`src/rtl/dclf_pkg.sv`:
```
`default_nettype none
package dclf_pkg;

  localparam int BUF_DEPTH = 32;
  localparam int ADDR_W = (BUF_DEPTH > 1) ? $clog2(BUF_DEPTH) : 1;
  localparam int FILL_W = $clog2(BUF_DEPTH + 1);

  localparam logic [7:0] CH_START     = 8'h3A;
  localparam logic [7:0] CH_END       = 8'h0D;
  localparam logic [7:0] CH_BACKSPACE = 8'h08;

  typedef struct packed {
    logic upd;
    logic rd_start;
    logic rd_step;
  } dclf_cmd_t;

  typedef struct packed {
    logic is_end;
    logic in_frame;
    logic empty;
    logic out_free;
    logic last;
  } dclf_sts_t;

endpackage
`default_nettype wire

```
`src/rtl/dclf_if.sv`:
```
`default_nettype none
interface dclf_rx_if;
  logic       valid;
  logic       ready;
  logic [7:0] rx_byte;

  modport source (output valid, output rx_byte, input ready);
  modport sink (input valid, input rx_byte, output ready);
endinterface

interface dclf_cmd_if;
  logic       valid;
  logic       ready;
  logic [7:0] cmd_byte;
  logic       cmd_last;

  modport source (output valid, output cmd_byte, output cmd_last, input ready);
  modport sink (input valid, input cmd_byte, input cmd_last, output ready);
endinterface
`default_nettype wire

```
`src/rtl/delimited_command_line_framer_top.sv`:
```
`default_nettype none
// Command line framer: received bytes enter on rx, one per cycle while no command is
// being sent. A ':' opens a frame and is stored as its first byte; further bytes are kept
// up to the buffer depth and dropped beyond it, backspace removes the last stored byte
// (never below empty), and a carriage return in an open frame sends the stored bytes on
// cmd in order, cmd_last marking the final one. An empty frame sends nothing. Ordinary
// bytes, backspace and ':' never hold rx off; a carriage return that closes a frame
// holds rx off until its last byte is in the output register, the store being one buffer
// memory with a registered read port that is read one byte a cycle while cmd is free.
module delimited_command_line_framer_top (
  input wire logic   clk,
  input wire logic   rst,
  dclf_rx_if.sink    rx,
  dclf_cmd_if.source cmd
);

  dclf_pkg::dclf_cmd_t dp_cmd;
  dclf_pkg::dclf_sts_t dp_sts;

  dclf_ctrl u_ctrl (
    .clk      (clk),
    .rst      (rst),
    .in_valid (rx.valid),
    .sts      (dp_sts),
    .in_ready (rx.ready),
    .cmd      (dp_cmd)
  );

  dclf_dp u_dp (
    .clk       (clk),
    .rst       (rst),
    .rx_byte   (rx.rx_byte),
    .cmd       (dp_cmd),
    .sts       (dp_sts),
    .out_valid (cmd.valid),
    .out_ready (cmd.ready),
    .out_byte  (cmd.cmd_byte),
    .out_last  (cmd.cmd_last)
  );

endmodule
`default_nettype wire

```
`src/rtl/dclf_ram.sv`:
```
`default_nettype none
module dclf_ram #(
  parameter int WIDTH = 8,
  parameter int DEPTH = 32,
  localparam int AW = (DEPTH > 1) ? $clog2(DEPTH) : 1
) (
  input  wire logic             clk,
  input  wire logic             wr_en,
  input  wire logic [AW-1:0]    wr_addr,
  input  wire logic [WIDTH-1:0] wr_data,
  input  wire logic             rd_en,
  input  wire logic [AW-1:0]    rd_addr,
  output logic      [WIDTH-1:0] rd_data
);

  logic [WIDTH-1:0] mem [DEPTH];

  always_ff @(posedge clk) begin
    if (wr_en) begin
      mem[wr_addr] <= wr_data;
    end
    if (rd_en) begin
      rd_data <= mem[rd_addr];
    end
  end

endmodule
`default_nettype wire

```
`src/rtl/dclf_ctrl.sv`:
```
`default_nettype none
module dclf_ctrl (
  input  wire logic             clk,
  input  wire logic             rst,
  input  wire logic             in_valid,
  input  wire dclf_pkg::dclf_sts_t sts,
  output logic                  in_ready,
  output dclf_pkg::dclf_cmd_t   cmd
);

  localparam logic ST_IDLE = 1'b0;
  localparam logic ST_SEND = 1'b1;

  logic state;
  logic state_next;

  always_comb begin
    state_next   = state;
    in_ready     = 1'b0;
    cmd.upd      = 1'b0;
    cmd.rd_start = 1'b0;
    cmd.rd_step  = 1'b0;
    unique case (state)
      ST_IDLE: begin
        in_ready = 1'b1;
        if (in_valid) begin
          cmd.upd = 1'b1;
          if (sts.is_end && sts.in_frame && !sts.empty) begin
            cmd.rd_start = 1'b1;
            state_next   = ST_SEND;
          end
        end
      end
      ST_SEND: begin
        if (sts.out_free) begin
          cmd.rd_step = 1'b1;
          if (sts.last) begin
            state_next = ST_IDLE;
          end
        end
      end
      default: state_next = ST_IDLE;
    endcase
  end

  always_ff @(posedge clk) begin
    if (rst) begin
      state <= ST_IDLE;
    end else begin
      state <= state_next;
    end
  end

endmodule
`default_nettype wire

```
`src/rtl/dclf_dp.sv`:
```
`default_nettype none
module dclf_dp (
  input  wire logic                clk,
  input  wire logic                rst,
  input  wire logic [7:0]          rx_byte,
  input  wire dclf_pkg::dclf_cmd_t cmd,
  output dclf_pkg::dclf_sts_t      sts,
  output logic                     out_valid,
  input  wire logic                out_ready,
  output logic [7:0]               out_byte,
  output logic                     out_last
);

  logic                              in_frame;
  logic [dclf_pkg::FILL_W-1:0]       fill;
  logic [dclf_pkg::ADDR_W-1:0]       rd_idx;
  logic [dclf_pkg::ADDR_W-1:0]       rd_idx_inc;
  logic                              is_start;
  logic                              is_end;
  logic                              is_bs;
  logic                              full;
  logic                              last;
  logic                              wr_en;
  logic [dclf_pkg::ADDR_W-1:0]       wr_addr;
  logic [7:0]                        wr_data;
  logic                              rd_en;
  logic [dclf_pkg::ADDR_W-1:0]       rd_addr;
  logic [7:0]                        rd_data;

  assign is_start   = (rx_byte == dclf_pkg::CH_START);
  assign is_end     = (rx_byte == dclf_pkg::CH_END);
  assign is_bs      = (rx_byte == dclf_pkg::CH_BACKSPACE);
  assign full       = (fill == dclf_pkg::FILL_W'(dclf_pkg::BUF_DEPTH));
  assign rd_idx_inc = rd_idx + dclf_pkg::ADDR_W'(1);
  assign last       = ((dclf_pkg::FILL_W'(rd_idx) + dclf_pkg::FILL_W'(1)) == fill);

  assign sts.is_end   = is_end;
  assign sts.in_frame = in_frame;
  assign sts.empty    = (fill == '0);
  assign sts.out_free = !out_valid || out_ready;
  assign sts.last     = last;

  // store port
  always_comb begin
    wr_en   = 1'b0;
    wr_addr = fill[dclf_pkg::ADDR_W-1:0];
    wr_data = rx_byte;
    if (cmd.upd) begin
      if (is_start) begin
        wr_en   = 1'b1;
        wr_addr = '0;
      end else if (!is_end && !is_bs && in_frame && !full) begin
        wr_en = 1'b1;
      end
    end
  end

  assign rd_en   = cmd.rd_start || (cmd.rd_step && !last);
  assign rd_addr = cmd.rd_start ? '0 : rd_idx_inc;

  dclf_ram #(
    .WIDTH (8),
    .DEPTH (dclf_pkg::BUF_DEPTH)
  ) u_store (
    .clk     (clk),
    .wr_en   (wr_en),
    .wr_addr (wr_addr),
    .wr_data (wr_data),
    .rd_en   (rd_en),
    .rd_addr (rd_addr),
    .rd_data (rd_data)
  );

  always_ff @(posedge clk) begin
    if (rst) begin
      in_frame <= 1'b0;
      fill     <= '0;
    end else if (cmd.upd) begin
      priority if (is_start) begin
        in_frame <= 1'b1;
        fill     <= dclf_pkg::FILL_W'(1);
      end else if (is_end) begin
        in_frame <= 1'b0;
      end else if (is_bs) begin
        if (fill != '0) begin
          fill <= fill - dclf_pkg::FILL_W'(1);
        end
      end else if (in_frame && !full) begin
        fill <= fill + dclf_pkg::FILL_W'(1);
      end
    end
  end

  always_ff @(posedge clk) begin
    if (rst) begin
      rd_idx <= '0;
    end else if (cmd.rd_start) begin
      rd_idx <= '0;
    end else if (cmd.rd_step) begin
      rd_idx <= rd_idx_inc;
    end
  end

  // output register
  always_ff @(posedge clk) begin
    if (rst) begin
      out_valid <= 1'b0;
    end else if (cmd.rd_step) begin
      out_valid <= 1'b1;
    end else if (out_ready) begin
      out_valid <= 1'b0;
    end
  end

  always_ff @(posedge clk) begin
    if (cmd.rd_step) begin
      out_byte <= rd_data;
      out_last <= last;
    end
  end

endmodule
`default_nettype wire

```
`src/flat_wrapper.sv`:
```
// flat-port wrapper written by rule: the top's interface ports become plain ports
module delimited_command_line_framer_top_flat 
  (clk, rst, rx_valid, rx_rx_byte, rx_ready, cmd_valid, cmd_cmd_byte, cmd_cmd_last, cmd_ready);
  dclf_rx_if rx_i ();
  dclf_cmd_if cmd_i ();
  input wire logic clk;
  input wire logic rst;
  input wire logic [$bits(rx_i.valid)-1:0] rx_valid;
  input wire logic [$bits(rx_i.rx_byte)-1:0] rx_rx_byte;
  output wire logic [$bits(rx_i.ready)-1:0] rx_ready;
  output wire logic [$bits(cmd_i.valid)-1:0] cmd_valid;
  output wire logic [$bits(cmd_i.cmd_byte)-1:0] cmd_cmd_byte;
  output wire logic [$bits(cmd_i.cmd_last)-1:0] cmd_cmd_last;
  input wire logic [$bits(cmd_i.ready)-1:0] cmd_ready;
  assign rx_i.valid = rx_valid;
  assign rx_i.rx_byte = rx_rx_byte;
  assign rx_ready = rx_i.ready;
  assign cmd_valid = cmd_i.valid;
  assign cmd_cmd_byte = cmd_i.cmd_byte;
  assign cmd_cmd_last = cmd_i.cmd_last;
  assign cmd_i.ready = cmd_ready;
  delimited_command_line_framer_top u_core (.clk(clk), .rst(rst), .rx(rx_i), .cmd(cmd_i));
endmodule
```
`config.mk`:
```
export PLATFORM = sky130hd
export DESIGN_NAME = delimited_command_line_framer_top_flat
export DESIGN_NICKNAME = d
export VERILOG_FILES = /design/src/rtl/dclf_pkg.sv /design/src/rtl/dclf_if.sv /design/src/rtl/delimited_command_line_framer_top.sv /design/src/rtl/dclf_ram.sv /design/src/rtl/dclf_ctrl.sv /design/src/rtl/dclf_dp.sv /design/src/flat_wrapper.sv
export SDC_FILE = /design/constraint.sdc
export NUM_CORES = 1
export LEC_CHECK = 0
export BUFFER_PORTS_ARGS = -buffer_cell sky130_fd_sc_hd__clkbuf_2
export CAP_MARGIN = 15
export CORE_UTILIZATION = 30
export DETAILED_ROUTE_END_ITERATION = 10
export GPL_TIMING_DRIVEN = 0
export SETUP_SLACK_MARGIN = 0.05
export SYNTH_ARGS = -nofsm -noshare
export SYNTH_HDL_FRONTEND = slang
export SYNTH_SLANG_ARGS = --single-unit
```
`constraint.sdc`:
```
create_clock -name clk -period 4.1 [get_ports clk]
set_input_delay 0.41 -clock clk [delete_from_list [all_inputs] [get_ports clk]]
set_output_delay 0.41 -clock clk [all_outputs]
set_load 0.02 [all_outputs]
```
[Yosys cells after proc, flatten, opt, wreduce, memory -nomap -nowiden]
Memory sizes are Yosys's and may differ from the RTL's. A register that Yosys moved wholly into a read port is not among the register bits.
Index checks and enable logic that the tools add are counted.
Operators by class
  add/sub/neg operators: 4
  eq/ne operators: 7
  muxes and demuxes: 27
  bitwise operators: 1
  reduce and logical (&&, ||, !) cells: 23
Operators with widths (number)
  6-bit two-way mux: 5
  8-bit by 4-bit == test with 1-bit output, second input constant: 2
  1-bit two-way mux: 16
  5-bit two-way mux: 3
  8-bit by 6-bit == test with 1-bit output, second input constant: 1
  1-bit logical AND: 7
  5-bit by 1-bit adder with 6-bit output, second input constant: 1
  6-bit by 1-bit adder with 6-bit output, second input constant: 1
  6-bit == test: 1
  6-bit == test, second input constant: 1
  1-bit logical NOT: 6
  6-bit logical NOT: 1
  6-bit nonzero test: 1
  6-bit by 1-bit subtractor with 6-bit output, second input constant: 1
  5-bit by 1-bit adder with 5-bit output, second input constant: 1
  2-bit two-way mux: 2
  4-bit AND reduction: 1
  2-bit nonzero test: 2
  3-bit by 2-bit inequality test with 1-bit output, second input constant: 1
  3-bit nonzero test: 1
  1-bit logical OR: 2
  2-bit inequality test, second input constant: 1
  1-bit one-hot mux with 2 select lines: 1
  2-bit AND reduction: 1
  2 further kinds: 2
Word-level totals
  register bits: 23
  memory bits (writable): 256
  input port bits: 12
  word-level logic and storage cells: 70
  memories: 1
Memory list
  u_core.u_dp.u_store.mem: depth 32, bits a word 8, rd ports 1, clocked after memory_dff 1, wr ports 1, line dclf_ram.sv:16  | logic [WIDTH-1:0] mem [DEPTH];

[Depth between registers and ports, before layout]
  word-level depth: 10
  gate-level depth with buffers: 10
  gate-level depth less buffers: 9

[Cells and area by module]
From an unflattened synthesis, not the netlist that was laid out.
Unflattened totals
  cell total of the unflattened synthesis: 579
  area, all modules: 11591.1 um2
Modules (own cells, without submodules)
  dclf_ram: times used 1, cells each 417, area each 10133.5 um2
  dclf_dp: times used 1, cells each 152, area each 1372.6 um2
  dclf_ctrl: times used 1, cells each 10, area each 85.1 um2

[Worst setup path after synthesis]
Ideal clock, no wire load.
  path type: input-to-reg
  start point: input port rx_rx_byte[7]
  end point: register u_core.u_dp.fill[5] (netlist bit)
  setup time: 78 ps
  data arrival time: 2978 ps
  slack: 1044 ps
  stages: 9
  path buffers: 0
  cells stage by stage: or4_4 > nor3_1 > ha_1 > a211oi_1 > o21bai_1 > a21oi_1 > xnor2_1 > o311a_1 > nor3_1
Between the ends
  word-level cells in the longest chain between the ends: 4
  elaborated cells between the ends (all ways): 10
  classes of those cells: eq/ne (5); mux (3); reduce/logical (2)
RTL lines
  from (decl): line flat_wrapper.sv:9  | input wire logic [$bits(rx_i.rx_byte)-1:0] rx_rx_byte;
  8-bit by 4-bit == test with 1-bit output: line dclf_dp.sv:32  | assign is_bs = (rx_byte == dclf_pkg::CH_BACKSPACE);
  6-bit two-way mux: line dclf_dp.sv:84  | end else if (is_bs) begin
  6-bit two-way mux: line dclf_dp.sv:82  | end else if (is_end) begin
  6-bit two-way mux: line dclf_dp.sv:79  | priority if (is_start) begin
  to (signal assigned): line dclf_dp.sv:81  | fill <= dclf_pkg::FILL_W'(1);
  to (signal assigned): line dclf_dp.sv:86  | fill <= fill - dclf_pkg::FILL_W'(1);
  to (signal assigned): line dclf_dp.sv:89  | fill <= fill + dclf_pkg::FILL_W'(1);
  to (decl): line dclf_dp.sv:15  | logic [dclf_pkg::FILL_W-1:0] fill;
Parallel ways exist; a longest one is shown, timed or not. The select of a mux whose other input is x is not followed.
A chain may end at the register's enable or synchronous reset.

[Final worst setup path]
  start point: register u_core.u_dp.rd_idx[1] (netlist bit)
  end point: register u_core.u_dp.u_store.rd_data[0] (read register of u_core.u_dp.u_store.mem) (data pin)
Between the ends
  word-level cells in the longest chain between the ends: 5
  elaborated cells between the ends (all ways): 7
  classes of those cells: add/sub (2); eq/ne (1); mux (1); reduce/logical (3)
RTL lines
  from (decl): line dclf_dp.sv:16  | logic [dclf_pkg::ADDR_W-1:0] rd_idx;
  from (signal assigned): line dclf_dp.sv:100  | rd_idx <= rd_idx_inc;
  5-bit by 1-bit adder with 6-bit output: line dclf_dp.sv:35  | assign last = ((dclf_pkg::FILL_W'(rd_idx) + dclf_pkg::FILL_W'(1)) == fill);
  6-bit == test: line dclf_dp.sv:35
  1-bit logical NOT: line dclf_dp.sv:58  | assign rd_en = cmd.rd_start || (cmd.rd_step && !last);
  1-bit logical AND: line dclf_dp.sv:58
  1-bit logical OR: line dclf_dp.sv:58
  to (decl): line dclf_ram.sv:13  | output logic [WIDTH-1:0] rd_data
Parallel ways exist; a longest one is shown, timed or not.

==> results.sh <==
export IMPL_result_of_the_run="completed"
export IMPL_finalHoldViolations=0
export IMPL_post_synth_most_frequent_cells="edfxtp_1, nor2_1, o21ai_0"
export IMPL_tritoncts="done"
export IMPL_synth_async_sr_flop_share_pct=0
export IMPL_worst_hold_path_type="primary input to register"
export IMPL_core_area_sq_um=38700
export IMPL_critPathLaunchType="register"
export IMPL_drt_pre_antenna_iters=5
export IMPL_dp_slack_ns=-0.0179
export IMPL_route_final_wire_length_mm=28.6
export IMPL_switching_share_pct=19.1
export IMPL_global_route_overflow=0
export IMPL_finClkSkew_ns=0.0138
export IMPL_synth_seq_area_share_pct=71.9
export IMPL_unrepaired_setup_endpoints_after_global_routing="false"
export IMPL_netlist_area_sq_um=11800
export IMPL_gp_congestion=0.844
export IMPL_synth_nets=729
export IMPL_final_antenna_diode_count=0
export IMPL_synth_seq_cells=287
export IMPL_beginning_of_the_critical_path="u_core.u_dp.rd_idx[1]"
export IMPL_cap_viol_max_count=0
export IMPL_post_route_cell_area_sq_um=13600
export IMPL_path_clk_slew_ns=0.06
export IMPL_num_io_pins=23
export IMPL_timing_final_crit_period_ns=3.69
export IMPL_antenna_violations_before_repair=0
export IMPL_cp_top_family="buffers and inverters"
export IMPL_setup_tns_ns=0
export IMPL_place_port_buffers=22
export IMPL_clock_insertion_delay_worst_skew_ns=0.54
export IMPL_cts_hold_fix_buffers=0
export IMPL_grt_pass1_wl_mm=43.6
export IMPL_final_max_slew_violation_count=0
export IMPL_power_frac_comb_pct=1.0
export IMPL_final_net_count=785
export IMPL_finalHoldWorstSlack_ns=0.116
export IMPL_max_clock_freq_mhz=271
export IMPL_dpl_cell_area_sq_um=12600
export IMPL_crit_chain="ha_1, clkbuf_1, xor2_1, buf_2, buf_1, mux4_2, o211ai_1, nand4_1"
export IMPL_layout_drive_gt1_share_pct=18.8
export IMPL_seqPwrFrac_pct=52.4
export IMPL_clock_sink_count=287
export IMPL_syn_area_per_cell_sq_um=16.6
export IMPL_synth_top_cell_by_area="edfxtp_1"
export IMPL_worst_ep_required_time_ns=4.35
export IMPL_report_final_setup_viol=0
export IMPL_peak_ir_drop_on_the_vdd_network_uv=289
export IMPL_synth_edf_count=273
export IMPL_hold_start="rst"
export IMPL_ys_warnings_count=0
export IMPL_leakage_power_uw=0.00424
export IMPL_post_synth_inst_count=711
export IMPL_setup_slack_ns=0.410
export IMPL_average_wire_length_per_cell_after_detail_routing_um=21.9
export IMPL_dieWidth_um=200
export IMPL_dr_total_vias=6680
export IMPL_switching_power_uw=1170
export IMPL_r2r_start="u_core.u_dp.rd_idx[1]"
export IMPL_count_of_routing_violations_after_the_opening_detailed_route_iteration=679
export IMPL_drcViolationCount=0
export IMPL_detail_route_antenna_nets=0
export IMPL_avgViaCountPerCell=5.11
export IMPL_die_area_sq_um=40100
export IMPL_first_global_vias=6800
export IMPL_clk_path_buf_depth=3
export IMPL_timing_worst_setup_path_type="register to register"
export IMPL_detailedPlacementHpwl_mm=18.8
export IMPL_worst_setup_path_end_kind="register"
export IMPL_critical_path_arrival_ns=3.94
export IMPL_initial_standard_cell_utilization_of_the_core_pct=30.4
export IMPL_clockRootBuffer="clkbuf_16"
export IMPL_post_synth_top_count_cell="edfxtp_1"
export IMPL_largest_net_degree_at_the_start_of_global_routing=39
export IMPL_pint_uw=4950
export IMPL_cts_htree_levels=1
export IMPL_layout_area_overhead_vs_synth_pct=15.4
export IMPL_crit_path_max_fanout=10
export IMPL_rows=72
export IMPL_layout_worst_path_cycle_share_pct=90.0
export IMPL_cp_slowest_stage_delay_ns=0.61
export IMPL_globalRouteTotalUtil_pct=14.3
export IMPL_worstPathBufferInverterCount=3
export IMPL_most_used_flip_flop_cell_after_synthesis="edfxtp_1"
export IMPL_power_density_nw_per_um2=450
export IMPL_chipHeight_um=200
export IMPL_timing_worst_slew_pin_value_ns=1.13
export IMPL_worst_slew_margin_rel_pct=24.3
export IMPL_buffers_inserted_during_post_cts_setup_optimization=0
export IMPL_clk_pwr_share_pct=46.6
export IMPL_synth_cell_types=57
export IMPL_cts_repair_resized=0
export IMPL_post_synth_main_area_contributors="edfxtp_1, mux4_2, dfxtp_1"
export IMPL_critical_path_slowest_cell="buf_1"
export IMPL_cts_buffers_inserted=29
export IMPL_synth_top_cell_area_share_pct=69.6
[state kept, by name (all words and copies together) (netlist names), 5 cells and up]
name                         flops
u_core.u_dp.out_byte             8
u_core.u_dp.rd_idx               5
u_core.u_dp.u_store.rd_data      8
u_core.u_dp.u_store.mem        256
u_core.u_dp.fill                 6
[power by group through the flow]
stage,registers [uW],logic [uW],clock network [uW]
after global routing,3200,66.6,3000
final,3200,61.3,2850
after CTS,3200,63.2,2890
after floorplan,3270,5.32,0
after global placement,3270,60.1,0
after detailed placement,3270,63.2,0
[worst register-to-register path: cells and delay by family (launching register included)]
kind / cells / cell delay [ns]
buffers and inverters: 3 / 1.34
muxes: 1 / 0.44
and+or+nand+nor: 1 / 0.22
adders and majority gates: 1 / 0.19
DFF: 1 / 0.45
AOI/OAI and AO/OA: 1 / 0.32
xor gates and xnor gates: 1 / 0.43
[layout by cell type, fill, tap and decap left out, types with 13 or more instances in the layout]
cell type,count
a21o_1,13
a21oi_1,24
a22o_1,16
clkbuf_1,25
clkbuf_16,29
clkbuf_2,22
dfxtp_1,14
edfxtp_1,273
mux2_2,23
mux2i_1,17
mux4_2,32
nand2_1,20
nor2_1,51
o211ai_1,17
o21ai_0,34
[metrics by stage]
step	instances	total power [uW]	utilization [%]
final	1307	6110	35.1
after global routing	1307	6270	35.1
after CTS	1306	6160	35.1
after detailed placement	1253	3330	32.4
after global placement	1251	3330	32.4
after floorplan	711	3270	-
[layer usage]
| metal | vias up | global-route usage [%] | share of wire [%] |
|---|---|---|---|
| li1 | 3005 | - | - |
| met1 | 3404 | 19.2 | 43 |
| met2 | 224 | 24.4 | 50 |
| met3 | 47 | 2.13 | 5.9 |
| met4 | 0 | 3.52 | 1.8 |
| met5 | - | 0 | 0 |
[worst paths after layout]
kind                                          to  slack [ns]  cells after the start
setup / recovery  u_core.u_dp.u_store.rd_data[0]        0.41                      8
hold / removal               u_core.u_ctrl.state        0.12                      2
setup reg to reg  u_core.u_dp.u_store.rd_data[0]        0.41                      8
hold reg to reg          u_core.u_dp.out_byte[7]        0.42                      0
[final cells by class]
class	instances	area, sq um
clock inverters	22	303
fillers	3682	25100
flip-flops and latches	287	8480
well taps	518	648
inverters	5	18.8
plain buffers	38	166
multi-input cells	381	3120
clock buffers	31	733
repair buffers	25	130
[logic make-up (layout without fill, tap and decap cells)]
logic type | count (synthesis) | in the layout | synth area share [%]
AOI/OAI and AO/OA | 157 | 157 | 9.38
xor gates and xnor gates | 17 | 17 | 1.26
adders and majority gates | 6 | 6 | 0.701
buffers and inverters | 43 | 121 | 1.57
DFF | 287 | 287 | 71.9
muxes | 72 | 72 | 9.76
and+or+nand+nor | 129 | 129 | 5.39
Power figures use the tool's default switching activity.
